## src/hw/rtl/ncpc_pkg.sv

```systemverilog
// Shared types and constants of the nearest color point classifier.
package ncpc_pkg;

  localparam int unsigned CLASS_W   = 8;
  localparam int unsigned SLOT_W    = 4;
  localparam int unsigned COMP_W    = 16;
  localparam int unsigned SQ_W      = 2 * COMP_W;
  localparam int unsigned DIST_W    = 34;
  localparam int unsigned SIZE_W    = 5;
  localparam int unsigned ENTRY_W   = CLASS_W + 3 * COMP_W;

  localparam int unsigned IN_SLOT_LSB  = 0;
  localparam int unsigned IN_RED_LSB   = IN_SLOT_LSB + SLOT_W;
  localparam int unsigned IN_GREEN_LSB = IN_RED_LSB + COMP_W;
  localparam int unsigned IN_BLUE_LSB  = IN_GREEN_LSB + COMP_W;
  localparam int unsigned IN_CLASS_LSB = IN_BLUE_LSB + COMP_W;
  localparam int unsigned IN_TDATA_W   = 64;

  localparam int unsigned OUT_TDATA_W  = 48;
  localparam int unsigned OUT_PAD_W    = OUT_TDATA_W - CLASS_W - SLOT_W - DIST_W;

  typedef enum logic {
    CMD_LOAD     = 1'b0,
    CMD_CLASSIFY = 1'b1
  } cmd_e;

  typedef struct packed {
    logic              wr_en;
    logic              point_ld;
    logic              rd_en;
    logic              rd_first;
    logic [SIZE_W-1:0] rd_idx;
    logic              out_load;
    logic              out_empty;
  } ctl_t;

  typedef struct packed {
    logic out_free;
  } sts_t;

endpackage

```

## src/hw/rtl/nearest_color_point_classifier.sv

```systemverilog
// Top level of the nearest color point classifier.
//
//  channel  dir  tdata (low bit up)                              tuser
//  s_axis   in   entry_index, red, green, blue, class_code, pad  cmd
//  m_axis   out  point_class, nearest_index, distance_sq, pad    no_palette
//  cfg      in   palette_size on cfg_we_i / cfg_wdata_i          -
//
// A load is stored by the palette memory write port on transfer.
// A classify makes one palette memory read per cycle for min(palette_size, PALETTE_DEPTH)
// entries after the transfer, passes through the square and compare stages, then loads the
// result register; with an empty palette it goes from the transfer to the result load.
// A finished result waits in the output register; the next item is taken meanwhile.
// A stalled output holds the scan that follows in its last state until the register frees.
// Reset clears palette_size and the control state; the palette itself is not cleared.
module nearest_color_point_classifier #(
  parameter int unsigned PALETTE_DEPTH = 16
) (
  input  logic                             clk_i,
  input  logic                             rst_ni,
  input  logic                             s_axis_tvalid_i,
  output logic                             s_axis_tready_o,
  // entry_index, red, green, blue, class_code, zero pad
  input  logic [ncpc_pkg::IN_TDATA_W-1:0]  s_axis_tdata_i,
  // cmd
  input  logic                             s_axis_tuser_i,
  output logic                             m_axis_tvalid_o,
  input  logic                             m_axis_tready_i,
  // point_class, nearest_index, distance_squared, zero pad
  output logic [ncpc_pkg::OUT_TDATA_W-1:0] m_axis_tdata_o,
  // no_palette
  output logic                             m_axis_tuser_o,
  input  logic                             cfg_we_i,
  input  logic [ncpc_pkg::SIZE_W-1:0]      cfg_wdata_i
);

  ncpc_pkg::ctl_t ctl;
  ncpc_pkg::sts_t sts;

  ncpc_ctrl #(
    .PALETTE_DEPTH(PALETTE_DEPTH)
  ) u_ctrl (
    .clk_i           (clk_i),
    .rst_ni          (rst_ni),
    .s_axis_tvalid_i (s_axis_tvalid_i),
    .s_axis_tready_o (s_axis_tready_o),
    .s_axis_tuser_i  (s_axis_tuser_i),
    .cfg_we_i        (cfg_we_i),
    .cfg_wdata_i     (cfg_wdata_i),
    .sts_i           (sts),
    .ctl_o           (ctl)
  );

  ncpc_datapath #(
    .PALETTE_DEPTH(PALETTE_DEPTH)
  ) u_datapath (
    .clk_i           (clk_i),
    .rst_ni          (rst_ni),
    .ctl_i           (ctl),
    .sts_o           (sts),
    .s_axis_tdata_i  (s_axis_tdata_i),
    .m_axis_tvalid_o (m_axis_tvalid_o),
    .m_axis_tready_i (m_axis_tready_i),
    .m_axis_tdata_o  (m_axis_tdata_o),
    .m_axis_tuser_o  (m_axis_tuser_o)
  );

endmodule

```

## src/hw/rtl/ncpc_datapath.sv

```systemverilog
// Palette memory, distance pipeline, running minimum and result register.
module ncpc_datapath #(
  parameter int unsigned PALETTE_DEPTH = 16
) (
  input  logic                               clk_i,
  input  logic                               rst_ni,
  input  ncpc_pkg::ctl_t                     ctl_i,
  output ncpc_pkg::sts_t                     sts_o,
  input  logic [ncpc_pkg::IN_TDATA_W-1:0]    s_axis_tdata_i,
  output logic                               m_axis_tvalid_o,
  input  logic                               m_axis_tready_i,
  output logic [ncpc_pkg::OUT_TDATA_W-1:0]   m_axis_tdata_o,
  output logic                               m_axis_tuser_o
);

  localparam int unsigned AW = (PALETTE_DEPTH > 1) ? $clog2(PALETTE_DEPTH) : 1;

  logic [ncpc_pkg::SLOT_W-1:0]  in_slot;
  logic [ncpc_pkg::COMP_W-1:0]  in_red, in_green, in_blue;
  logic [ncpc_pkg::CLASS_W-1:0] in_class;
  logic                         slot_ok;

  logic [ncpc_pkg::ENTRY_W-1:0] mem_q [PALETTE_DEPTH];
  logic [ncpc_pkg::ENTRY_W-1:0] rd_data_q;

  logic [ncpc_pkg::COMP_W-1:0]  pt_red_q, pt_green_q, pt_blue_q;

  logic                         v1_q, first1_q;
  logic [ncpc_pkg::SIZE_W-1:0]  idx1_q;

  logic [ncpc_pkg::COMP_W-1:0]  e_red, e_green, e_blue;
  logic [ncpc_pkg::CLASS_W-1:0] e_class;
  logic [ncpc_pkg::COMP_W-1:0]  ad_red, ad_green, ad_blue;

  logic                         v2_q, first2_q;
  logic [ncpc_pkg::SIZE_W-1:0]  idx2_q;
  logic [ncpc_pkg::CLASS_W-1:0] cls2_q;
  logic [ncpc_pkg::SQ_W-1:0]    sq_red_q, sq_green_q, sq_blue_q;

  logic [ncpc_pkg::DIST_W-1:0]  dist_sum;
  logic                         take_best;
  logic [ncpc_pkg::DIST_W-1:0]  best_dist_q;
  logic [ncpc_pkg::SIZE_W-1:0]  best_idx_q;
  logic [ncpc_pkg::CLASS_W-1:0] best_cls_q;

  logic                         m_valid_q, m_valid_d;
  logic [ncpc_pkg::OUT_TDATA_W-1:0] m_data_q, m_data_d;
  logic                         m_user_q;

  assign in_slot  = s_axis_tdata_i[ncpc_pkg::IN_SLOT_LSB +: ncpc_pkg::SLOT_W];
  assign in_red   = s_axis_tdata_i[ncpc_pkg::IN_RED_LSB +: ncpc_pkg::COMP_W];
  assign in_green = s_axis_tdata_i[ncpc_pkg::IN_GREEN_LSB +: ncpc_pkg::COMP_W];
  assign in_blue  = s_axis_tdata_i[ncpc_pkg::IN_BLUE_LSB +: ncpc_pkg::COMP_W];
  assign in_class = s_axis_tdata_i[ncpc_pkg::IN_CLASS_LSB +: ncpc_pkg::CLASS_W];
  assign slot_ok  = (32'(in_slot) < PALETTE_DEPTH);

  always_ff @(posedge clk_i) begin
    if (ctl_i.wr_en && slot_ok) begin
      mem_q[AW'(in_slot)] <= {in_class, in_red, in_green, in_blue};
    end
    if (ctl_i.rd_en) begin
      rd_data_q <= mem_q[AW'(ctl_i.rd_idx)];
    end
  end

  always_ff @(posedge clk_i) begin
    if (ctl_i.point_ld) begin
      pt_red_q   <= in_red;
      pt_green_q <= in_green;
      pt_blue_q  <= in_blue;
    end
  end

  assign {e_class, e_red, e_green, e_blue} = rd_data_q;
  assign ad_red   = (pt_red_q >= e_red) ? (pt_red_q - e_red) : (e_red - pt_red_q);
  assign ad_green = (pt_green_q >= e_green) ? (pt_green_q - e_green) : (e_green - pt_green_q);
  assign ad_blue  = (pt_blue_q >= e_blue) ? (pt_blue_q - e_blue) : (e_blue - pt_blue_q);

  always_ff @(posedge clk_i) begin
    idx1_q     <= ctl_i.rd_idx;
    first1_q   <= ctl_i.rd_first;
    idx2_q     <= idx1_q;
    first2_q   <= first1_q;
    cls2_q     <= e_class;
    sq_red_q   <= ad_red * ad_red;
    sq_green_q <= ad_green * ad_green;
    sq_blue_q  <= ad_blue * ad_blue;
  end

  always_ff @(posedge clk_i or negedge rst_ni) begin
    if (!rst_ni) begin
      v1_q <= 1'b0;
      v2_q <= 1'b0;
    end else begin
      v1_q <= ctl_i.rd_en;
      v2_q <= v1_q;
    end
  end

  assign dist_sum = ncpc_pkg::DIST_W'(sq_red_q) + ncpc_pkg::DIST_W'(sq_green_q)
                  + ncpc_pkg::DIST_W'(sq_blue_q);
  assign take_best = v2_q && (first2_q || (dist_sum < best_dist_q));

  always_ff @(posedge clk_i) begin
    if (take_best) begin
      best_dist_q <= dist_sum;
      best_idx_q  <= idx2_q;
      best_cls_q  <= cls2_q;
    end
  end

  assign sts_o.out_free = !m_valid_q || m_axis_tready_i;

  always_comb begin
    m_valid_d = m_valid_q;
    if (ctl_i.out_load) begin
      m_valid_d = 1'b1;
    end else if (m_axis_tready_i) begin
      m_valid_d = 1'b0;
    end
  end

  always_comb begin
    if (ctl_i.out_empty) begin
      m_data_d = '0;
    end else begin
      m_data_d = {{ncpc_pkg::OUT_PAD_W{1'b0}}, best_dist_q,
                  best_idx_q[ncpc_pkg::SLOT_W-1:0], best_cls_q};
    end
  end

  always_ff @(posedge clk_i or negedge rst_ni) begin
    if (!rst_ni) begin
      m_valid_q <= 1'b0;
    end else begin
      m_valid_q <= m_valid_d;
    end
  end

  always_ff @(posedge clk_i) begin
    if (ctl_i.out_load) begin
      m_data_q <= m_data_d;
      m_user_q <= ctl_i.out_empty;
    end
  end

  assign m_axis_tvalid_o = m_valid_q;
  assign m_axis_tdata_o  = m_data_q;
  assign m_axis_tuser_o  = m_user_q;

  a_load_when_free: assert property (@(posedge clk_i) disable iff (!rst_ni)
    ctl_i.out_load |-> (!m_valid_q || m_axis_tready_i))
    else $error("result register overwritten while holding a result");

  a_valid_chain: assert property (@(posedge clk_i) disable iff (!rst_ni)
    ctl_i.rd_en |=> ##1 v2_q)
    else $error("palette read lost in distance pipeline");

  a_first_leads: assert property (@(posedge clk_i) disable iff (!rst_ni)
    (v2_q && !first2_q) |-> $past(v2_q))
    else $error("non-first entry compared without a preceding entry");

endmodule

```

## src/hw/rtl/ncpc_ctrl.sv

```systemverilog
// Controller state machine that sequences loads, palette scans and result hand-off.
module ncpc_ctrl #(
  parameter int unsigned PALETTE_DEPTH = 16
) (
  input  logic                          clk_i,
  input  logic                          rst_ni,
  input  logic                          s_axis_tvalid_i,
  output logic                          s_axis_tready_o,
  input  logic                          s_axis_tuser_i,
  input  logic                          cfg_we_i,
  input  logic [ncpc_pkg::SIZE_W-1:0]   cfg_wdata_i,
  input  ncpc_pkg::sts_t                sts_i,
  output ncpc_pkg::ctl_t                ctl_o
);

  localparam logic [ncpc_pkg::SIZE_W-1:0] SIZE_LIMIT =
    (PALETTE_DEPTH < (1 << ncpc_pkg::SIZE_W)) ? ncpc_pkg::SIZE_W'(PALETTE_DEPTH)
                                               : {ncpc_pkg::SIZE_W{1'b1}};

  typedef enum logic [4:0] {
    ST_IDLE = 5'b00001,
    ST_RUN  = 5'b00010,
    ST_DRN1 = 5'b00100,
    ST_DRN2 = 5'b01000,
    ST_FIN  = 5'b10000
  } state_e;

  state_e                      state_q, state_d;
  logic [ncpc_pkg::SIZE_W-1:0] size_q;
  logic [ncpc_pkg::SIZE_W-1:0] count;
  logic [ncpc_pkg::SIZE_W-1:0] k_q, k_d;
  logic                        empty_q, empty_d;
  logic                        accept;
  ncpc_pkg::cmd_e              in_cmd;

  assign count  = (size_q > SIZE_LIMIT) ? SIZE_LIMIT : size_q;
  assign in_cmd = ncpc_pkg::cmd_e'(s_axis_tuser_i);
  assign accept = s_axis_tvalid_i && (state_q == ST_IDLE);
  assign s_axis_tready_o = (state_q == ST_IDLE);

  always_comb begin
    state_d = state_q;
    k_d     = k_q;
    empty_d = empty_q;
    ctl_o   = '0;
    ctl_o.rd_idx    = k_q;
    ctl_o.out_empty = empty_q;
    case (state_q)
      ST_IDLE: begin
        if (accept) begin
          if (in_cmd == ncpc_pkg::CMD_CLASSIFY) begin
            ctl_o.point_ld = 1'b1;
            k_d = '0;
            if (count == '0) begin
              empty_d = 1'b1;
              state_d = ST_FIN;
            end else begin
              empty_d = 1'b0;
              state_d = ST_RUN;
            end
          end else begin
            ctl_o.wr_en = 1'b1;
          end
        end
      end
      ST_RUN: begin
        ctl_o.rd_en    = 1'b1;
        ctl_o.rd_first = (k_q == '0);
        if (k_q == count - ncpc_pkg::SIZE_W'(1)) begin
          state_d = ST_DRN1;
        end else begin
          k_d = k_q + ncpc_pkg::SIZE_W'(1);
        end
      end
      ST_DRN1: begin
        state_d = ST_DRN2;
      end
      ST_DRN2: begin
        state_d = ST_FIN;
      end
      ST_FIN: begin
        if (sts_i.out_free) begin
          ctl_o.out_load = 1'b1;
          state_d = ST_IDLE;
        end
      end
      default: begin
        state_d = ST_IDLE;
      end
    endcase
  end

  always_ff @(posedge clk_i or negedge rst_ni) begin
    if (!rst_ni) begin
      state_q <= ST_IDLE;
      k_q     <= '0;
      empty_q <= 1'b0;
      size_q  <= '0;
    end else begin
      state_q <= state_d;
      k_q     <= k_d;
      empty_q <= empty_d;
      if (cfg_we_i) begin
        size_q <= cfg_wdata_i;
      end
    end
  end

  a_scan_in_range: assert property (@(posedge clk_i) disable iff (!rst_ni)
    (state_q == ST_RUN) |-> (k_q < count))
    else $error("palette scan index beyond searched size");

  a_fin_holds: assert property (@(posedge clk_i) disable iff (!rst_ni)
    ((state_q == ST_FIN) && !sts_i.out_free) |=> (state_q == ST_FIN))
    else $error("result dropped while output stalled");

  a_load_single: assert property (@(posedge clk_i) disable iff (!rst_ni)
    ctl_o.wr_en |=> (state_q == ST_IDLE))
    else $error("palette load left the idle state");

  a_empty_no_scan: assert property (@(posedge clk_i) disable iff (!rst_ni)
    ((state_q == ST_FIN) && empty_q) |-> !$past(ctl_o.rd_en))
    else $error("empty result after a palette scan");

endmodule

```

## config.mk

```make
export PLATFORM = sky130hd
export DESIGN_NAME = nearest_color_point_classifier
export DESIGN_NICKNAME = d
export VERILOG_FILES = /design/src/hw/rtl/ncpc_pkg.sv /design/src/hw/rtl/nearest_color_point_classifier.sv /design/src/hw/rtl/ncpc_datapath.sv /design/src/hw/rtl/ncpc_ctrl.sv
export SDC_FILE = /design/constraint.sdc
export NUM_CORES = 2
export LEC_CHECK = 0
export BUFFER_PORTS_ARGS = -buffer_cell sky130_fd_sc_hd__buf_2
export CORE_MARGIN = 2
export CORE_UTILIZATION = 50
export DETAILED_ROUTE_END_ITERATION = 16
export PLACE_DENSITY = 0.63
export SYNTH_ARGS = -nofsm -noshare
export SYNTH_HDL_FRONTEND = slang
export SYNTH_SLANG_ARGS = --single-unit
export TNS_END_PERCENT = 30
```

## constraint.sdc

```tcl
create_clock -name clk_i -period 10.5 [get_ports clk_i]
set_input_delay 0.525 -clock clk_i [delete_from_list [all_inputs] [get_ports clk_i]]
set_output_delay 0.525 -clock clk_i [all_outputs]
set_load 0.02 [all_outputs]
```

== Word level (Yosys, flattened, before mapping) ==
Memory sizes are Yosys's and may differ from the RTL's. A register that Yosys moved wholly into a read port is not among the register bits.
Cells that the tools add are included.

* Memories: 1
* Bits of input ports: 75
* Register bits: 276
* Word-level logic and storage cells: 92
* Memory bits (writable): 896

{| class="wikitable"
|+ Memories
! name !! words !! bits a word !! rd ports !! clocked after Yosys merged registers in !! write ports !! RTL line !! text
|-
| u_datapath.mem_q || 16 || 56 || 1 || 1 || 1 || ncpc_datapath.sv:23 || <nowiki>logic [ncpc_pkg::ENTRY_W-1:0] mem_q [PALETTE_DEPTH];</nowiki>
|}

* Multipliers: 3
* Reduce and logical (&&, ||, !) cells: 12
* Muxes and demuxes: 26
* Add/sub/neg operators: 10
* Magnitude comparators: 5
* Equal/unequal tests: 11

{| class="wikitable"
|+ Operators by type and width
! operator !! count
|-
| multiplier 16 x 16 -> 32 bit || 3
|-
| subtractor 16 bit || 6
|-
| greater-or-equal comparator 16 bit || 3
|-
| two-way mux 16 bit || 3
|-
| two-way mux 5 bit || 9
|-
| adder 34 x 32 -> 34 bit || 1
|-
| less-than comparator 34 bit || 1
|-
| adder 32 x 32 -> 33 bit || 1
|-
| case mux 5 bit (5 select lines) || 1
|-
| logical NOT 5 bit || 2
|-
| case mux 5 bit (2 select lines) || 1
|-
| two-way mux 1 bit || 9
|-
| AND reduction 4 bit || 2
|-
| two-way mux 2 bit || 3
|-
| inequality test 2 x 1 -> 1 bit (second input constant) || 3
|-
| adder 5 x 1 -> 5 bit (second input constant) || 1
|-
| equality test 5 x 1 -> 1 bit (second input constant) || 1
|-
| equality test 5 x 2 -> 1 bit (second input constant) || 1
|-
| equality test 5 x 3 -> 1 bit (second input constant) || 1
|-
| equality test 5 x 4 -> 1 bit (second input constant) || 1
|-
| equality test 5 bit || 1
|-
| equality test 5 bit (second input constant) || 1
|-
| greater-than comparator 5 bit (second input constant) || 1
|-
| subtractor 5 x 1 -> 5 bit (second input constant) || 1
|-
| 6 further kinds || 10
|}

== Depth between registers and ports, before layout ==
* Depth after elaboration: 7
* Depth in mapped cells: 40

== Hierarchy ==
Synthesis repeated with hierarchy kept, for this count alone.

* Cell total of the unflattened synthesis: 5245
* Area total of the unflattened synthesis: 72110.4 µm²

{| class="wikitable"
|+ Modules (own cells, without submodules)
! module !! instances !! cells each !! sequential area each (µm²) !! area each (µm²)
|-
| ncpc_datapath || 1 || 5149 || 35118.7 || 71113.2
|-
| ncpc_ctrl || 1 || 96 || 401.6 || 997.2
|}

== Worst setup path after synthesis ==
OpenSTA, ideal clock, no wires.

* Kind: register -> register
* Start: reg u_datapath.pt_blue_q[0] (netlist bit)
* End: reg u_datapath.sq_blue_q[31] (netlist bit)
* Library setup time: 0.120 ns
* Required time: 10.380 ns
* Slack: 1.934 ns
* Clock period less this slack: 8.566 ns
* Cell stages (with the launch flop): 36
* Data arrival time: 8.445 ns
* Cell sequence: edfxtp_1 -> inv_1 -> ha_1 -> inv_1 -> fa_1 -> a211oi_2 -> nor2_1 -> nor4_2 -> o21ai_2 -> a221oi_4 -> buf_6 -> and3b_1 -> a31oi_2 -> xor2_2 -> buf_4 -> nand2_1 -> fa_1 -> inv_1 -> fa_1 -> inv_1 -> fa_1 -> fa_1 -> fa_1 -> fa_1 -> inv_1 -> ha_1 -> a21oi_1 -> o221ai_1 -> a211oi_1 -> o21ai_0 -> o21a_1 -> a41o_1 -> a221oi_2 -> o311ai_0 -> a21oi_1 -> xnor2_1

* Word-level cells in the longest chain between the ends: 3
* Elaborated cells on any way between the ends: 5
* Classes of those cells: 2 x add/sub; 1 x mul; 1 x order compare; 1 x mux

{| class="wikitable"
|+ RTL lines
! element !! RTL line !! text
|-
| from (decl) || ncpc_datapath.sv:26 || <nowiki>logic [ncpc_pkg::COMP_W-1:0] pt_red_q, pt_green_q, pt_blue_q;</nowiki>
|-
| from (signal assigned) || ncpc_datapath.sv:70 || <nowiki>pt_blue_q <= in_blue;</nowiki>
|-
| subtractor 16 bit / greater-or-equal comparator 16 bit (equally long branches) || ncpc_datapath.sv:77 || <nowiki>assign ad_blue = (pt_blue_q >= e_blue) ? (pt_blue_q - e_blue) : (e_blue - pt_blue_q);</nowiki>
|-
| two-way mux 16 bit (*) || ncpc_datapath.sv:77 ||
|-
| multiplier 16 x 16 -> 32 bit (*) || ncpc_datapath.sv:87 || <nowiki>sq_blue_q <= ad_blue * ad_blue;</nowiki>
|-
| to (signal assigned) || ncpc_datapath.sv:87 ||
|-
| to (decl) || ncpc_datapath.sv:38 || <nowiki>logic [ncpc_pkg::SQ_W-1:0] sq_red_q, sq_green_q, sq_blue_q;</nowiki>
|}

Every way passes the cells marked *; elsewhere a longest branch is shown, timed or not.
A chain may end at the register's enable or synchronous reset.

== Final worst setup path ==
Same ends and word-level chain as after synthesis.

==> flow_summary_export.csv <==
group,metric,value,unit
cts,cts.path.max_buffers,3,
cts,hold_buffers,7,
sta,fin_hold_ws,0.0992,ns
routing,drt-initial-drc-count,3362,
worst_hold_path,min-delay-start,"cfg_we_i",
routing,dr.pass1.iters,5,
worst_setup_path,r2r.worst_path.cells,33,
worst_setup_path,cp-start-kind,"register",
worst_setup_path,critical_path_required,11.16,ns
routing,wl_per_cell,21.9,µm
grt,grt_max_degree,126,
grt,grt_pass1_vias,43100,
sta,worst_pin_slew,1.30,ns
floorplanning,die_area,0.148,mm²
worst_setup_path,cpPeakStageDelay,0.69,ns
sta,max_freq,0.0996,GHz
routing,vias,41900,
sta,fin_crit_sh,95.7,%
synth,yosysWarningCount,0,
sta,relSlewSlack,13.2,%
routing,wl_met3,11400,µm
sta,setup_viol,0,
worst_setup_path,slowest_stage,"a221oi_4",
worst_setup_path,startpoint,"u_datapath.pt_blue_q[0]",
cts,cts-root-buf,"clkbuf_16",
routing,dr_wl_met2,77800,µm
cts,path_clk_slew,0.06,ns
sta,period_minus_slack,10.04,ns
synth,ys_async_sr_fraction,1.55,%
routing,route.detailed.drc,0,
sta,clock_skew,0.0437,ns
synth,synthCells,5317,
routing,routed_via_density,5.56,
worst_setup_path,cp.arrival,10.70,ns
routing,top_layer,"met5",
routing,ant_nets,0,
cts,numClockSinks,1223,
synth,yosysTopAreaCellShare,45.2,%
cts,clock_latency,0.77,ns
cts,cts_setup_buffers,0,
worst_setup_path,cpMostUsedCell,"fa_1",
layout,finish.instance_area,0.0800,mm²
floorplanning,ios,126,
worst_setup_path,worst_setup_path_end_kind,"register",
synth,synth-main-ff-cell,"edfxtp_1",
grt,grt_antenna_before_repair,21,
placement,gp_congestion,0.880,
sta,grt_setup_unrepaired,"no",
cts,numCtsBuffers,132,
worst_setup_path,worstReg2RegStart,"u_datapath.pt_blue_q[0]",
layout,drive_gt1_share,14.3,%
placement,place_hpwl,112000,µm
layout,syn2layout_area_growth,10.3,%
synth,synthTopCellsByArea,"edfxtp_1 45%, fa_1 14%, mux4_2 8.7%",
grt,grt-ovfl-total,0,
grt,grt_pass1_wl,256000,µm
synth,syn-cell-area,0.0725,mm²
layout,fin_nets,6578,
worst_hold_path,hp-class,"input port to register",
worst_setup_path,reg2reg_to,"u_datapath.sq_blue_q[31]",
floorplanning,die_y,385,µm
synth,synth_edf_count,1093,
placement,portBuffers,119,
cts,cts_resized,0,
floorplanning,start_util,50.4,%
worst_setup_path,path_class,"register to register",
cts,htree_levels,4,
routing,wl_met1,72100,µm
outcome,status,"finished, final reports clean",
placement,placed_area,0.0757,mm²
synth,yosys_register_bits,1223,
cts,cts_tree,"yes",
sta,final_max_slew_viol_count,0,
worst_hold_path,min_to,"u_ctrl.size_q[2]",
worst_hold_path,holdPathStages,2,
worst_setup_path,crit_path_max_fanout,13,
routing,wl,165000,µm
worst_setup_path,regToRegSetupSlack,0.46,ns
floorplanning,fp.dieW,385,µm
floorplanning,core-area,0.144,mm²
grt,grtUsageTotal,22.9,%
synth,yosysSeqAreaShare,49.0,%
run,maxCapViolCount,0,
sta,hold_violations,0,
sta,timing.setup.tns,0,ns
synth,synth.distinct_cells,106,
synth,synth_top_cell_by_area,"edfxtp_1",
floorplanning,std_cell_rows,139,
synth,syn_avg_cell_area,13.6,µm²
[routing by layer]
layer / global-route usage, % / vias up
met2: 36.5 / 1243
met1: 32.5 / 21400
met3: 4.18 / 232
met4: 6.19 / 20
li1: - / 19000
met5: 0 / -
[critical path: cells and delay by family (launching register included)]
kind,cells,cell delay (ns)
AOI/OAI and AO/OA,11,3.24
xor gates and xnor gates,2,0.70
adders and majority gates,9,3.81
buffers and inverters,6,0.74
DFF,1,0.39
muxes,1,0.28
and+or+nand+nor,4,0.75
[kinds of logic after synthesis]
kind of cell	Yosys count	synth area share (%)
adder cells (fa/ha/maj)	982	22.1
multiplexers	306	9.10
flip-flops	1223	49.0
other	1	0.00517
XOR/XNOR	213	2.69
AO/OA/AOI/OAI	619	5.68
AND/OR/NAND/NOR	940	5.95
buffers and inverters	1033	5.54
[final cells by class]
cell class              instances  area [µm²]
inverters                     885        3330
diodes                          3        7.51
well taps                    1903        2380
fillers                     11700       63900
clock buffers                 159        3470
flip-flops and latches       1223       35500
repair buffers                217        1390
multi-input cells            3062       33100
clock inverters                81         738
[metrics by stage]
stage	worst slack (ns)	std cells	utilization [%]
after floorplan	1.93	5318	-
after CTS	0.645	7530	55.6
final	0.455	7533	55.6
after detailed placement	0.676	7283	52.6
after global placement	0.752	7283	52.6
after global routing	0.0665	7532	55.6
[Yosys cell counts, types with 38 or more instances]
master / instances
xor2_1: 72
a21o_1: 101
nand2b_1: 38
inv_1: 867
mux4_2: 280
o21ai_0: 97
nand2_1: 303
nor3_1: 41
dfxtp_1: 111
nor2_1: 318
clkbuf_1: 70
fa_1: 496
xnor2_1: 131
nor2b_1: 53
edfxtp_1: 1093
nand3_1: 47
ha_1: 486
a21oi_1: 192
[cell usage in the layout (no fill, tap or decap), drive strengths merged, types with 159 or more instances in the layout]
cell    netlist  routed
ha          486     486
edfxtp     1093    1093
nand2       307     307
a21oi       200     200
nor2        321     321
fa          496     496
buf          78     210
mux4        280     280
clkbuf       70     159
inv         882     893
[worst max-delay path by stage]
stage,to
after global routing,u_datapath.sq_blue_q[31]
final,u_datapath.sq_blue_q[31]
after floorplan,u_datapath.sq_blue_q[31]
after global placement,u_datapath.sq_blue_q[31]
after detailed placement,u_datapath.sq_blue_q[31]
after CTS,u_datapath.sq_blue_q[31]
[state kept, by name, summed over array words and instances (netlist names), 4 cells and up]
signal	flops
u_ctrl.k_q	5
u_ctrl.size_q	5
u_ctrl.state_q	5
u_datapath.best_cls_q	8
u_datapath.best_dist_q	34
u_datapath.best_idx_q	4
u_datapath.cls2_q	8
u_datapath.idx1_q	4
u_datapath.idx2_q	4
u_datapath.m_axis_tdata_o	46
u_datapath.mem_q	896
u_datapath.pt_blue_q	16
u_datapath.pt_green_q	16
u_datapath.pt_red_q	16
u_datapath.rd_data_q	56
u_datapath.sq_blue_q	31
u_datapath.sq_green_q	31
u_datapath.sq_red_q	31
Power is not shown: default switching activity piles up to over one toggle a cycle in this logic, so the estimate is an artifact.
